**src/rtl/lbsr_pkg.sv**
```systemverilog
`default_nettype none
// ----------------------------------------------------------------------------
// lbsr_pkg
// Shared types, widths, codes and helpers of the log buffer space reserver.
// ----------------------------------------------------------------------------
package lbsr_pkg;

  localparam int OFF_W           = 21;
  localparam int CNT_W           = 17;
  localparam int ACT_W           = 2;
  localparam int ST_W            = 3;
  localparam int SHIFT_W         = 3;
  localparam int ENTRY_HDR_BYTES = 16;
  localparam int NEED_W          = OFF_W + 1;
  localparam int SUM_W           = OFF_W + 2;
  localparam int CFG_IDX_W       = 2;
  localparam int CFG_DATA_W      = OFF_W;

  localparam logic [ACT_W-1:0] ACT_CHECKOUT  = 2'd0;
  localparam logic [ACT_W-1:0] ACT_MARK_FULL = 2'd1;
  localparam logic [ACT_W-1:0] ACT_CHECKIN   = 2'd2;
  localparam logic [ACT_W-1:0] ACT_REOPEN    = 2'd3;

  localparam logic [ST_W-1:0] ST_OK          = 3'd0;
  localparam logic [ST_W-1:0] ST_RETRY_FULL  = 3'd1;
  localparam logic [ST_W-1:0] ST_FULL_ACTIVE = 3'd2;
  localparam logic [ST_W-1:0] ST_FULL_IDLE   = 3'd3;
  localparam logic [ST_W-1:0] ST_TOO_SMALL   = 3'd4;
  localparam logic [ST_W-1:0] ST_ALL_DONE    = 3'd5;
  localparam logic [ST_W-1:0] ST_UNDERFLOW   = 3'd6;

  localparam logic [CFG_IDX_W-1:0] REG_BUFFER_BYTES = 2'd0;
  localparam logic [CFG_IDX_W-1:0] REG_HEADER_BYTES = 2'd1;
  localparam logic [CFG_IDX_W-1:0] REG_ALIGN_SHIFT  = 2'd2;
  localparam logic [CFG_IDX_W-1:0] REG_FAST_MODE    = 2'd3;

  localparam logic [OFF_W-1:0]   RST_BUFFER_BYTES = OFF_W'(9216);
  localparam logic [OFF_W-1:0]   RST_HEADER_BYTES = OFF_W'(64);
  localparam logic [SHIFT_W-1:0] RST_ALIGN_SHIFT  = SHIFT_W'(3);

  typedef struct packed {
    logic [OFF_W-1:0]   buffer_bytes;
    logic [OFF_W-1:0]   header_bytes;
    logic [SHIFT_W-1:0] align_shift;
    logic               fast_mode;
  } cfg_t;

  typedef struct packed {
    logic [ACT_W-1:0] action;
    logic [OFF_W-1:0] entry_bytes;
  } req_t;

  function automatic logic [CNT_W-1:0] sat_inc(input logic [CNT_W-1:0] v);
    return (&v) ? v : v + CNT_W'(1);
  endfunction

endpackage
`default_nettype wire

```
**src/rtl/lbsr_ifs.sv**
```systemverilog
`default_nettype none
// ----------------------------------------------------------------------------
// lbsr interfaces
// Valid/ready channels for requests, results and configuration writes.
// ----------------------------------------------------------------------------
interface lbsr_req_if;
  logic                      valid;
  logic                      ready;
  logic [lbsr_pkg::ACT_W-1:0] action;
  logic [lbsr_pkg::OFF_W-1:0] entry_bytes;

  modport source (output valid, action, entry_bytes, input ready);
  modport sink   (input valid, action, entry_bytes, output ready);
endinterface

interface lbsr_rsp_if;
  logic                      valid;
  logic                      ready;
  logic [lbsr_pkg::ST_W-1:0]  status;
  logic [lbsr_pkg::OFF_W-1:0] entry_offset;
  logic [lbsr_pkg::CNT_W-1:0] writers_now;
  logic [lbsr_pkg::CNT_W-1:0] entries_now;
  logic [lbsr_pkg::OFF_W-1:0] fill_now;
  logic                      is_full;

  modport source (output valid, status, entry_offset, writers_now, entries_now,
                  fill_now, is_full, input ready);
  modport sink   (input valid, status, entry_offset, writers_now, entries_now,
                  fill_now, is_full, output ready);
endinterface

interface lbsr_cfg_if;
  logic                           valid;
  logic                           ready;
  logic [lbsr_pkg::CFG_IDX_W-1:0]  index;
  logic [lbsr_pkg::CFG_DATA_W-1:0] data;

  modport source (output valid, index, data, input ready);
  modport sink   (input valid, index, data, output ready);
endinterface
`default_nettype wire

```
**src/rtl/lbsr_cfg_regs.sv**
```systemverilog
`default_nettype none
// ----------------------------------------------------------------------------
// lbsr_cfg_regs
// Configuration register file, written through the config channel.
// ----------------------------------------------------------------------------
module lbsr_cfg_regs (
  input  wire logic     clk,
  input  wire logic     rst,
  lbsr_cfg_if.sink      cfg,
  output lbsr_pkg::cfg_t regs
);

  assign cfg.ready = 1'b1;

  always_ff @(posedge clk) begin
    if (rst) begin
      regs.buffer_bytes <= lbsr_pkg::RST_BUFFER_BYTES;
      regs.header_bytes <= lbsr_pkg::RST_HEADER_BYTES;
      regs.align_shift  <= lbsr_pkg::RST_ALIGN_SHIFT;
      regs.fast_mode    <= 1'b0;
    end else if (cfg.valid) begin
      unique case (cfg.index)
        lbsr_pkg::REG_BUFFER_BYTES: regs.buffer_bytes <= cfg.data;
        lbsr_pkg::REG_HEADER_BYTES: regs.header_bytes <= cfg.data;
        lbsr_pkg::REG_ALIGN_SHIFT: regs.align_shift <= cfg.data[lbsr_pkg::SHIFT_W-1:0];
        lbsr_pkg::REG_FAST_MODE: regs.fast_mode <= cfg.data[0];
        default: ;
      endcase
    end
  end

endmodule
`default_nettype wire

```
**src/rtl/lbsr_in_stage.sv**
```systemverilog
`default_nettype none
// ----------------------------------------------------------------------------
// lbsr_in_stage
// Request input register; refills in the cycle the engine takes its item.
// ----------------------------------------------------------------------------
module lbsr_in_stage (
  input  wire logic      clk,
  input  wire logic      rst,
  lbsr_req_if.sink       req,
  input  wire logic      take,
  output logic           item_valid,
  output lbsr_pkg::req_t item
);

  assign req.ready = !item_valid || take;

  always_ff @(posedge clk) begin
    if (rst) begin
      item_valid <= 1'b0;
    end else if (req.ready) begin
      item_valid <= req.valid;
    end
  end

  always_ff @(posedge clk) begin
    if (req.valid && req.ready) begin
      item.action      <= req.action;
      item.entry_bytes <= req.entry_bytes;
    end
  end

endmodule
`default_nettype wire

```
**src/rtl/lbsr_engine.sv**
```systemverilog
`default_nettype none
// ----------------------------------------------------------------------------
// lbsr_engine
// Buffer state, single-pass request evaluation and the result register.
// ----------------------------------------------------------------------------
module lbsr_engine (
  input  wire logic           clk,
  input  wire logic           rst,
  input  wire lbsr_pkg::cfg_t regs,
  input  wire logic           item_valid,
  input  wire lbsr_pkg::req_t item,
  output logic                take,
  lbsr_rsp_if.source          rsp
);

  localparam int OFF_W  = lbsr_pkg::OFF_W;
  localparam int CNT_W  = lbsr_pkg::CNT_W;
  localparam int NEED_W = lbsr_pkg::NEED_W;
  localparam int SUM_W  = lbsr_pkg::SUM_W;

  logic [OFF_W-1:0] used_bytes, used_bytes_next;
  logic [CNT_W-1:0] writer_count, writer_count_next;
  logic [CNT_W-1:0] entry_total, entry_total_next;
  logic             full_flag, full_flag_next;

  logic [lbsr_pkg::ST_W-1:0] status_next;
  logic [OFF_W-1:0]          offset_next;

  logic [NEED_W-1:0] amask;
  logic [NEED_W-1:0] need;
  logic [SUM_W-1:0]  sum;
  logic              fits;
  logic [OFF_W-1:0]  payload_off;
  logic              out_valid;

  assign take          = item_valid && (!out_valid || rsp.ready);
  assign rsp.valid     = out_valid;

  assign amask       = (NEED_W'(1) << regs.align_shift) - NEED_W'(1);
  assign need        = (NEED_W'(item.entry_bytes) + NEED_W'(lbsr_pkg::ENTRY_HDR_BYTES)
                        + amask) & ~amask;
  assign sum         = SUM_W'(used_bytes) + SUM_W'(need);
  assign fits        = sum <= SUM_W'(regs.buffer_bytes);
  assign payload_off = used_bytes + OFF_W'(lbsr_pkg::ENTRY_HDR_BYTES);

  always_comb begin
    used_bytes_next   = used_bytes;
    writer_count_next = writer_count;
    entry_total_next  = entry_total;
    full_flag_next    = full_flag;
    status_next       = lbsr_pkg::ST_OK;
    offset_next       = '0;
    unique case (item.action)
      lbsr_pkg::ACT_CHECKOUT: begin
        if (regs.fast_mode) begin
          if (fits) begin
            offset_next      = payload_off;
            used_bytes_next  = sum[OFF_W-1:0];
            entry_total_next = lbsr_pkg::sat_inc(entry_total);
          end else begin
            status_next = lbsr_pkg::ST_FULL_IDLE;
          end
        end else if (full_flag) begin
          status_next = lbsr_pkg::ST_RETRY_FULL;
        end else if (fits) begin
          offset_next       = payload_off;
          used_bytes_next   = sum[OFF_W-1:0];
          entry_total_next  = lbsr_pkg::sat_inc(entry_total);
          writer_count_next = lbsr_pkg::sat_inc(writer_count);
        end else if (entry_total == '0) begin
          status_next = lbsr_pkg::ST_TOO_SMALL;
        end else begin
          full_flag_next = 1'b1;
          status_next    = (writer_count != '0) ? lbsr_pkg::ST_FULL_ACTIVE
                                                : lbsr_pkg::ST_FULL_IDLE;
        end
      end
      lbsr_pkg::ACT_MARK_FULL: begin
        if (!regs.fast_mode) begin
          if (full_flag) begin
            status_next = lbsr_pkg::ST_RETRY_FULL;
          end else if (entry_total != '0) begin
            full_flag_next = 1'b1;
            status_next    = (writer_count != '0) ? lbsr_pkg::ST_FULL_ACTIVE
                                                  : lbsr_pkg::ST_FULL_IDLE;
          end
        end
      end
      lbsr_pkg::ACT_CHECKIN: begin
        if (!regs.fast_mode) begin
          if (writer_count == '0) begin
            status_next = lbsr_pkg::ST_UNDERFLOW;
          end else begin
            writer_count_next = writer_count - CNT_W'(1);
            if (writer_count == CNT_W'(1) && full_flag) begin
              status_next = lbsr_pkg::ST_ALL_DONE;
            end
          end
        end
      end
      lbsr_pkg::ACT_REOPEN: begin
        used_bytes_next   = regs.header_bytes;
        writer_count_next = '0;
        entry_total_next  = '0;
        full_flag_next    = 1'b0;
      end
      default: ;
    endcase
  end

  always_ff @(posedge clk) begin
    if (rst) begin
      used_bytes   <= '0;
      writer_count <= '0;
      entry_total  <= '0;
      full_flag    <= 1'b0;
      out_valid    <= 1'b0;
    end else begin
      if (take) begin
        used_bytes   <= used_bytes_next;
        writer_count <= writer_count_next;
        entry_total  <= entry_total_next;
        full_flag    <= full_flag_next;
      end
      if (take) begin
        out_valid <= 1'b1;
      end else if (rsp.ready) begin
        out_valid <= 1'b0;
      end
    end
  end

  always_ff @(posedge clk) begin
    if (take) begin
      rsp.status       <= status_next;
      rsp.entry_offset <= offset_next;
      rsp.writers_now  <= writer_count_next;
      rsp.entries_now  <= entry_total_next;
      rsp.fill_now     <= used_bytes_next;
      rsp.is_full      <= full_flag_next;
    end
  end

  a_retry_is_full: assert property (@(posedge clk) disable iff (rst)
    out_valid && rsp.status == lbsr_pkg::ST_RETRY_FULL |-> rsp.is_full)
    else $error("retry reported on a buffer that is not full");

  a_full_active: assert property (@(posedge clk) disable iff (rst)
    out_valid && rsp.status == lbsr_pkg::ST_FULL_ACTIVE
      |-> rsp.is_full && rsp.writers_now != '0)
    else $error("full with active writers but state disagrees");

  a_all_done: assert property (@(posedge clk) disable iff (rst)
    out_valid && rsp.status == lbsr_pkg::ST_ALL_DONE
      |-> rsp.is_full && rsp.writers_now == '0)
    else $error("last writer done reported with writers left");

  a_offset_only_ok: assert property (@(posedge clk) disable iff (rst)
    out_valid && rsp.entry_offset != '0 |-> rsp.status == lbsr_pkg::ST_OK)
    else $error("entry offset returned on a failed request");

  a_state_held: assert property (@(posedge clk) disable iff (rst)
    !take |=> $stable(used_bytes) && $stable(entry_total) && $stable(writer_count))
    else $error("buffer state changed without a transaction");

endmodule
`default_nettype wire

```
**src/rtl/log_buffer_space_reserver_top.sv**
```systemverilog
`default_nettype none
// ----------------------------------------------------------------------------
// log_buffer_space_reserver_top
// Reserves log buffer space for writers: checkout, mark full, checkin, reopen.
// ----------------------------------------------------------------------------
// Each request transaction yields exactly one result transaction, in order.
// A request is registered, evaluated against the buffer state in one pass,
// and its result registered. One request is accepted per cycle while the
// result channel is ready, since the state update (one aligned add and one
// compare against the buffer size) is combinational; the input register
// lets a new request enter while a result waits. Config writes are taken
// at once and should be issued while no request is pending.
module log_buffer_space_reserver_top (
  input  wire logic clk,
  input  wire logic rst,
  lbsr_cfg_if.sink  cfg,
  lbsr_req_if.sink  req,
  lbsr_rsp_if.source rsp
);

  lbsr_pkg::cfg_t regs;
  lbsr_pkg::req_t item;
  logic           item_valid;
  logic           take;

  lbsr_cfg_regs u_cfg_regs (
    .clk  (clk),
    .rst  (rst),
    .cfg  (cfg),
    .regs (regs)
  );

  lbsr_in_stage u_in_stage (
    .clk        (clk),
    .rst        (rst),
    .req        (req),
    .take       (take),
    .item_valid (item_valid),
    .item       (item)
  );

  lbsr_engine u_engine (
    .clk        (clk),
    .rst        (rst),
    .regs       (regs),
    .item_valid (item_valid),
    .item       (item),
    .take       (take),
    .rsp        (rsp)
  );

endmodule
`default_nettype wire
```
**src/flat_wrapper.sv**
```systemverilog
// flat-port wrapper written by rule: the top's interface ports become plain ports
module log_buffer_space_reserver_top_flat 
  (clk, rst, cfg_valid, cfg_index, cfg_data, cfg_ready, req_valid, req_action, req_entry_bytes, req_ready, rsp_valid, rsp_status, rsp_entry_offset, rsp_writers_now, rsp_entries_now, rsp_fill_now, rsp_is_full, rsp_ready);
  lbsr_cfg_if cfg_i ();
  lbsr_req_if req_i ();
  lbsr_rsp_if rsp_i ();
  input  wire logic clk;
  input  wire logic rst;
  input wire logic [$bits(cfg_i.valid)-1:0] cfg_valid;
  input wire logic [$bits(cfg_i.index)-1:0] cfg_index;
  input wire logic [$bits(cfg_i.data)-1:0] cfg_data;
  output wire logic [$bits(cfg_i.ready)-1:0] cfg_ready;
  input wire logic [$bits(req_i.valid)-1:0] req_valid;
  input wire logic [$bits(req_i.action)-1:0] req_action;
  input wire logic [$bits(req_i.entry_bytes)-1:0] req_entry_bytes;
  output wire logic [$bits(req_i.ready)-1:0] req_ready;
  output wire logic [$bits(rsp_i.valid)-1:0] rsp_valid;
  output wire logic [$bits(rsp_i.status)-1:0] rsp_status;
  output wire logic [$bits(rsp_i.entry_offset)-1:0] rsp_entry_offset;
  output wire logic [$bits(rsp_i.writers_now)-1:0] rsp_writers_now;
  output wire logic [$bits(rsp_i.entries_now)-1:0] rsp_entries_now;
  output wire logic [$bits(rsp_i.fill_now)-1:0] rsp_fill_now;
  output wire logic [$bits(rsp_i.is_full)-1:0] rsp_is_full;
  input wire logic [$bits(rsp_i.ready)-1:0] rsp_ready;
  assign cfg_i.valid = cfg_valid;
  assign cfg_i.index = cfg_index;
  assign cfg_i.data = cfg_data;
  assign cfg_ready = cfg_i.ready;
  assign req_i.valid = req_valid;
  assign req_i.action = req_action;
  assign req_i.entry_bytes = req_entry_bytes;
  assign req_ready = req_i.ready;
  assign rsp_valid = rsp_i.valid;
  assign rsp_status = rsp_i.status;
  assign rsp_entry_offset = rsp_i.entry_offset;
  assign rsp_writers_now = rsp_i.writers_now;
  assign rsp_entries_now = rsp_i.entries_now;
  assign rsp_fill_now = rsp_i.fill_now;
  assign rsp_is_full = rsp_i.is_full;
  assign rsp_i.ready = rsp_ready;
  log_buffer_space_reserver_top u_core (.clk(clk), .rst(rst), .cfg(cfg_i), .req(req_i), .rsp(rsp_i));
endmodule
```
**config.mk**
```make
export PLATFORM = sky130hd
export DESIGN_NAME = log_buffer_space_reserver_top_flat
export DESIGN_NICKNAME = d
export VERILOG_FILES = /design/src/rtl/lbsr_pkg.sv /design/src/rtl/lbsr_ifs.sv /design/src/rtl/lbsr_cfg_regs.sv /design/src/rtl/lbsr_in_stage.sv /design/src/rtl/lbsr_engine.sv /design/src/rtl/log_buffer_space_reserver_top.sv /design/src/flat_wrapper.sv
export SDC_FILE = /design/constraint.sdc
export NUM_CORES = 1
export LEC_CHECK = 0
export BUFFER_PORTS_ARGS = -buffer_cell sky130_fd_sc_hd__buf_2
export CAP_MARGIN = 20
export CORE_MARGIN = 2
export CORE_UTILIZATION = 60
export CTS_CLUSTER_DIAMETER = 150
export CTS_CLUSTER_SIZE = 14
export DETAILED_ROUTE_END_ITERATION = 16
export PLACE_DENSITY = 0.91
export RECOVER_POWER = 100
export REMOVE_ABC_BUFFERS = 1
export SYNTH_ARGS = -nofsm -noshare
export SYNTH_HDL_FRONTEND = slang
export SYNTH_SLANG_ARGS = --single-unit
```
**constraint.sdc**
```tcl
create_clock -name clk -period 25.2 [get_ports clk]
set_clock_uncertainty 0.2 [all_clocks]
set_input_delay 5.04 -clock clk [delete_from_list [all_inputs] [get_ports clk]]
set_output_delay 5.04 -clock clk [all_outputs]
set_load 0.1 [all_outputs]
```
; After elaboration in Yosys (flattened, before gate mapping)
; Cells that the tools add are included.
[totals]
reg_bits = 207
output_inout_bits = 83
word_cells = 99
[classes]
add_sub_neg = 8
n_lt_le_gt_ge = 1
eq_ne = 7
shifts = 1
n_mux = 42
bitwise_logic = 2
reduce_logical = 20
[ops]
columns = operator, count
row1 = 17-bit two-way mux, 10
row2 = 21-bit two-way mux, 6
row3 = 17-bit case mux with 3 select lines, 1
row4 = 21-bit case mux with 2 select lines, 1
row5 = "17-bit by 1-bit adder with 17-bit output, second input constant", 2
row6 = 17-bit zero test, 2
row7 = 17-bit case mux with 2 select lines, 1
row8 = 17-bit AND reduction, 2
row9 = 17-bit nonzero test, 2
row10 = 21-bit by 22-bit adder with 23-bit output, 1
row11 = 23-bit by 21-bit less-or-equal comparator with 1-bit output, 1
row12 = "21-bit by 5-bit adder with 22-bit output, second input constant", 1
row13 = 22-bit adder, 1
row14 = 22-bit bitwise AND, 1
row15 = 22-bit NOT, 1
row16 = "1-bit by 3-bit left shift with 22-bit output, first input constant", 1
row17 = "22-bit by 2-bit subtractor with 22-bit output, second input constant", 1
row18 = "21-bit by 5-bit adder with 21-bit output, second input constant", 1
row19 = 3-bit two-way mux, 7
row20 = "17-bit by 1-bit == test with 1-bit output, second input constant", 1
row21 = "17-bit by 1-bit subtractor with 17-bit output, second input constant", 1
row22 = 1-bit two-way mux, 10
row23 = 3-bit case mux with 3 select lines, 1
row24 = "2-bit == test, second input constant", 4
row25 = other kinds (9), 21

; Depth between registers and ports, before layout
[depth]
ltp_word = 10
ltp_mapped = 42
ltp_nobuf = 37

; By module
; From an unflattened synthesis, not the netlist that was laid out.
[hier_totals]
cells_unflattened = 1405
hier_area_um2 = 13126.3
[by_module_without_submodules]
columns = module, instances, cells_per_inst, area_per_inst_um2, seq_area_each_um2
row1 = lbsr_engine, 1, 1193, 10436.3, 3543.4
row2 = lbsr_cfg_regs, 1, 184, 1944.4, 920.9
row3 = lbsr_in_stage, 1, 28, 745.7, 710.7

; Worst setup path before layout
; Ideal clock, no wire load.
[synth_path]
path_kind = input -> output
start = in rsp_ready
end = out req_ready
arrival_time_ns = 5.799
t_required_ns = 19.960
setup_slack_ns = 14.161
cell_stages = 2
n_path_buf = 0
cell_sequence = nor2b_1 nand2_1
[synth_via]
elab_chain_cells = 3
[synth_rtl]
columns = item, line_no
row1 = start: declaration, flat_wrapper.sv:24  ; input wire logic [$bits(rsp_i.ready)-1:0] rsp_ready;
row2 = 1-bit logical OR, lbsr_engine.sv:36  ; assign take = item_valid && (!out_valid || rsp.ready);
row3 = 1-bit logical AND, lbsr_engine.sv:36
row4 = 1-bit logical OR, lbsr_in_stage.sv:15  ; assign req.ready = !item_valid || take;
row5 = end: declaration, flat_wrapper.sv:16  ; output wire logic [$bits(req_i.ready)-1:0] req_ready;
; Every way passes these cells.

; Final worst setup path
[layout_path]
start = in rsp_ready
end = reg u_core.u_engine.entry_total[9]
[layout_via]
elab_chain_cells = 2
[layout_rtl]
columns = item, line_no
row1 = 1-bit logical OR, lbsr_engine.sv:36
row2 = 1-bit logical AND, lbsr_engine.sv:36
row3 = end signal: assignment, lbsr_engine.sv:122  ; entry_total <= entry_total_next;
row4 = end: declaration, lbsr_engine.sv:23  ; logic [CNT_W-1:0] entry_total, entry_total_next;
; Every way passes these cells.
; A chain may end at the register's enable or synchronous reset.

==> results.sh <==
export IMPL_outcome="finished with violations"
export IMPL_failed_checks="capacitance limit, slew limit"
export IMPL_first_global_vias=11200
export IMPL_critPathMaxFanout=64
export IMPL_worst_pin_slew_ns=3.95
export IMPL_ys_types=89
export IMPL_htreeDepth=1
export IMPL_cpMaxStageDelayCell="clkinvlp_2"
export IMPL_syn_area_per_cell_um2=8.73
export IMPL_place_gp_congestion=0.942
export IMPL_fin_crit_sh_pct=45.4
export IMPL_ys_seq_area_share_pct=39.2
export IMPL_ir_drop_mv=0.0340
export IMPL_maxSlewViolCount=240
export IMPL_final_setup_tns_ns=0
export IMPL_synthCells=1512
export IMPL_r2r_slack_ns=14.15
export IMPL_place_port_buffers=132
export IMPL_syn_area_um2=13200
export IMPL_whs_path_depth=2
export IMPL_crit_path_end_kind="register"
export IMPL_fin_util_pct=65.9
export IMPL_vias=12100
export IMPL_hold_viol=0
export IMPL_period_needed_ns=11.43
export IMPL_dr_pass1_iters=6
export IMPL_ys_ff_latch=207
export IMPL_cts_sinks=207
export IMPL_synth_ff_type="dfxtp_1"
export IMPL_leakage_nw=5.42
export IMPL_routed_wl_um=34900
export IMPL_synth_warnings=0
export IMPL_cts_setup_buffers=0
export IMPL_critPathMaxStageDelay_ns=2.10
export IMPL_cts_root_buf="clkbuf_16"
export IMPL_die_area_um2=23200
export IMPL_antenna_left=0
export IMPL_gr_total_overflow=0
export IMPL_cts_hold_buf=0
export IMPL_grt_max_degree=80
export IMPL_required_ns=25.44
export IMPL_die_x_um=152
export IMPL_start_util_pct=60.9
export IMPL_whs_endpoint="u_core.u_cfg_regs.regs[45]"
export IMPL_synthArstFlopShare_pct=0
export IMPL_nets=1737
export IMPL_setup_worst_path_class="input pin to register"
export IMPL_antenna_found_initial=1
export IMPL_clock_latency_ns=0.50
export IMPL_synth_edff_count=103
export IMPL_r2r_start="u_core.u_cfg_regs.regs[3]"
export IMPL_viasPerCell=6.43
export IMPL_start_kind="input pin"
export IMPL_r2r_end="u_core.u_engine.rsp.fill_now[18]"
export IMPL_ff2ff_path_depth=31
export IMPL_grt_pass1_wl_um=56100
export IMPL_maxCapViolations=5
export IMPL_min_delay_start="u_core.u_cfg_regs.regs[45]"
export IMPL_cts_tree="done"
export IMPL_rows=54
export IMPL_dp_final_hpwl_um=24400
export IMPL_max_freq_ghz=0.0875
export IMPL_clkTransAtPathRegs_ns=0.07
export IMPL_core_area_um2=21700
export IMPL_ios=134
export IMPL_post_cts_resized=0
export IMPL_crit_family="buffers and inverters"
export IMPL_drive_gt1_share_pct=7.22
export IMPL_wire_per_inst_um=18.5
export IMPL_cp_cell_sequence="buf_2, nor2b_1, nand2b_1, clkbuf_1, clkinvlp_2, clkbuf_1, a21o_1, or4_1, nand2_1"
export IMPL_crit_path_frequent_cell="clkbuf_1"
export IMPL_rsz0062_at_grt="false"
export IMPL_max_slew_margin_pct=-163
export IMPL_hold_class="register to register"
export IMPL_diodes=0
export IMPL_cp_num_buf_inv=4
export IMPL_power_density_nw_per_um2=62.8
export IMPL_drtIter0Drc=1176
export IMPL_finalSetupViolCount=0
export IMPL_die_h_um=152
export IMPL_clock_path_buffers=3
export IMPL_worstPathArrival_ns=11.67
export IMPL_grtUsageTotal_pct=29.0
export IMPL_cts_made_buffers=18
export IMPL_drc=0
export IMPL_syn_to_final_growth_pct=8.21
## cells in the final DEF (no fill, tap or decap), drive strengths merged, types with 30 or more instances in the layout
cell    instances
edfxtp        103
xor2           31
nor2          121
nand3          38
nand2         206
o211ai         30
a21oi         126
buf            58
nand4          30
inv            75
clkbuf        118
ha             89
dfxtp         104
xnor2          32
o21ai          65
## worst register-to-register path, delay by kind of cell, from the launching register on
kind	cells	cell delay (ns)
compound gates	14	5.73
simple gates	11	2.68
xor+xnor	1	0.16
flops	1	0.51
fa+ha+maj	5	1.61
## where the power goes
part	internal [mW]	switching, mW
sequential	0.368	0.00865
clock	0.141	0.124
combinational	0.0709	0.184
total	0.579	0.317
## per-stage QoR
stage                     cell area, um^2  setup slack [ns]  hold WS [ns]  total power [mW]  std cells
final                               14300             13.77         0.262             0.897       1887
after global routing                14300             13.26         0.276             0.935       1887
after CTS                           14500             14.22         0.260             0.902       1886
after detailed placement            14000             14.22         0.251             0.640       1854
after global placement              14000             14.26         0.243             0.633       1854
after floorplan                     12900             14.16         0.230             0.574       1430
## worst max path at each step
stage	start	to	slack [ns]	depth (start not counted)
after global routing	rsp_ready	u_core.u_engine.entry_total[9]	13.26	9
after CTS	rsp_ready	req_ready	14.22	4
after global placement	rsp_ready	req_ready	14.26	4
after detailed placement	rsp_ready	req_ready	14.22	4
final	rsp_ready	u_core.u_engine.entry_total[9]	13.77	9
after floorplan	rsp_ready	req_ready	14.16	2
## sequential cells by signal, indices dropped and copies added, names as in the netlist
register,count
u_core.u_engine.rsp.writers_now,17
u_core.u_engine.rsp.fill_now,21
u_core.u_engine.rsp.entry_offset,21
u_core.u_engine.rsp.valid,1
u_core.u_in_stage.item_valid,1
u_core.u_engine.writer_count,17
u_core.u_engine.entry_total,17
u_core.u_engine.rsp.entries_now,17
u_core.u_in_stage.item,23
u_core.u_engine.rsp.is_full,1
u_core.u_cfg_regs.regs,46
u_core.u_engine.full_flag,1
u_core.u_engine.rsp.status,3
u_core.u_engine.used_bytes,21
## area by class of cell
cell class | instances | area (um^2)
multi-input cells | 1145 | 7300
fillers | 1759 | 7410
repair buffers | 145 | 637
inverters | 78 | 294
clock buffers | 31 | 520
clock inverters | 1 | 5.00
flip-flops and latches | 207 | 5170
well taps | 280 | 350
## synth_stat cells, types with 30 or more instances
cell type / number / area share (%)
xor2_1: 31 / 2.1
o211ai_1: 30 / 1.7
xnor2_1: 32 / 2.1
dfxtp_1: 104 / 16
edfxtp_1: 103 / 23
nand2_1: 205 / 5.8
nor2_1: 120 / 3.4
nand3_1: 37 / 1.4
ha_1: 89 / 8.4
clkbuf_1: 69 / 2.0
inv_1: 76 / 2.2
o21ai_0: 61 / 2.3
a21oi_1: 123 / 4.7
## kinds of logic after synthesis
family,Yosys count,synth area share (%)
AND/OR/NAND/NOR,567,21.1
AO/OA/AOI/OAI,415,21.6
flip-flops,207,39.2
buffers and inverters,164,4.94
adder cells (fa/ha/maj),91,8.74
XOR/XNOR,63,4.18
multiplexers,3,0.228
other,2,0.0569
## layer usage
metal  track usage, %  wire length (um)  vias to the layer above
met4             11.1              1050                        2
met2             46.7             15800                      584
met5                0                13                        -
met3             3.98              3090                       81
li1                 -                 -                     5703
met1             40.1             15000                     5763
(Power assumes the default switching activity.)
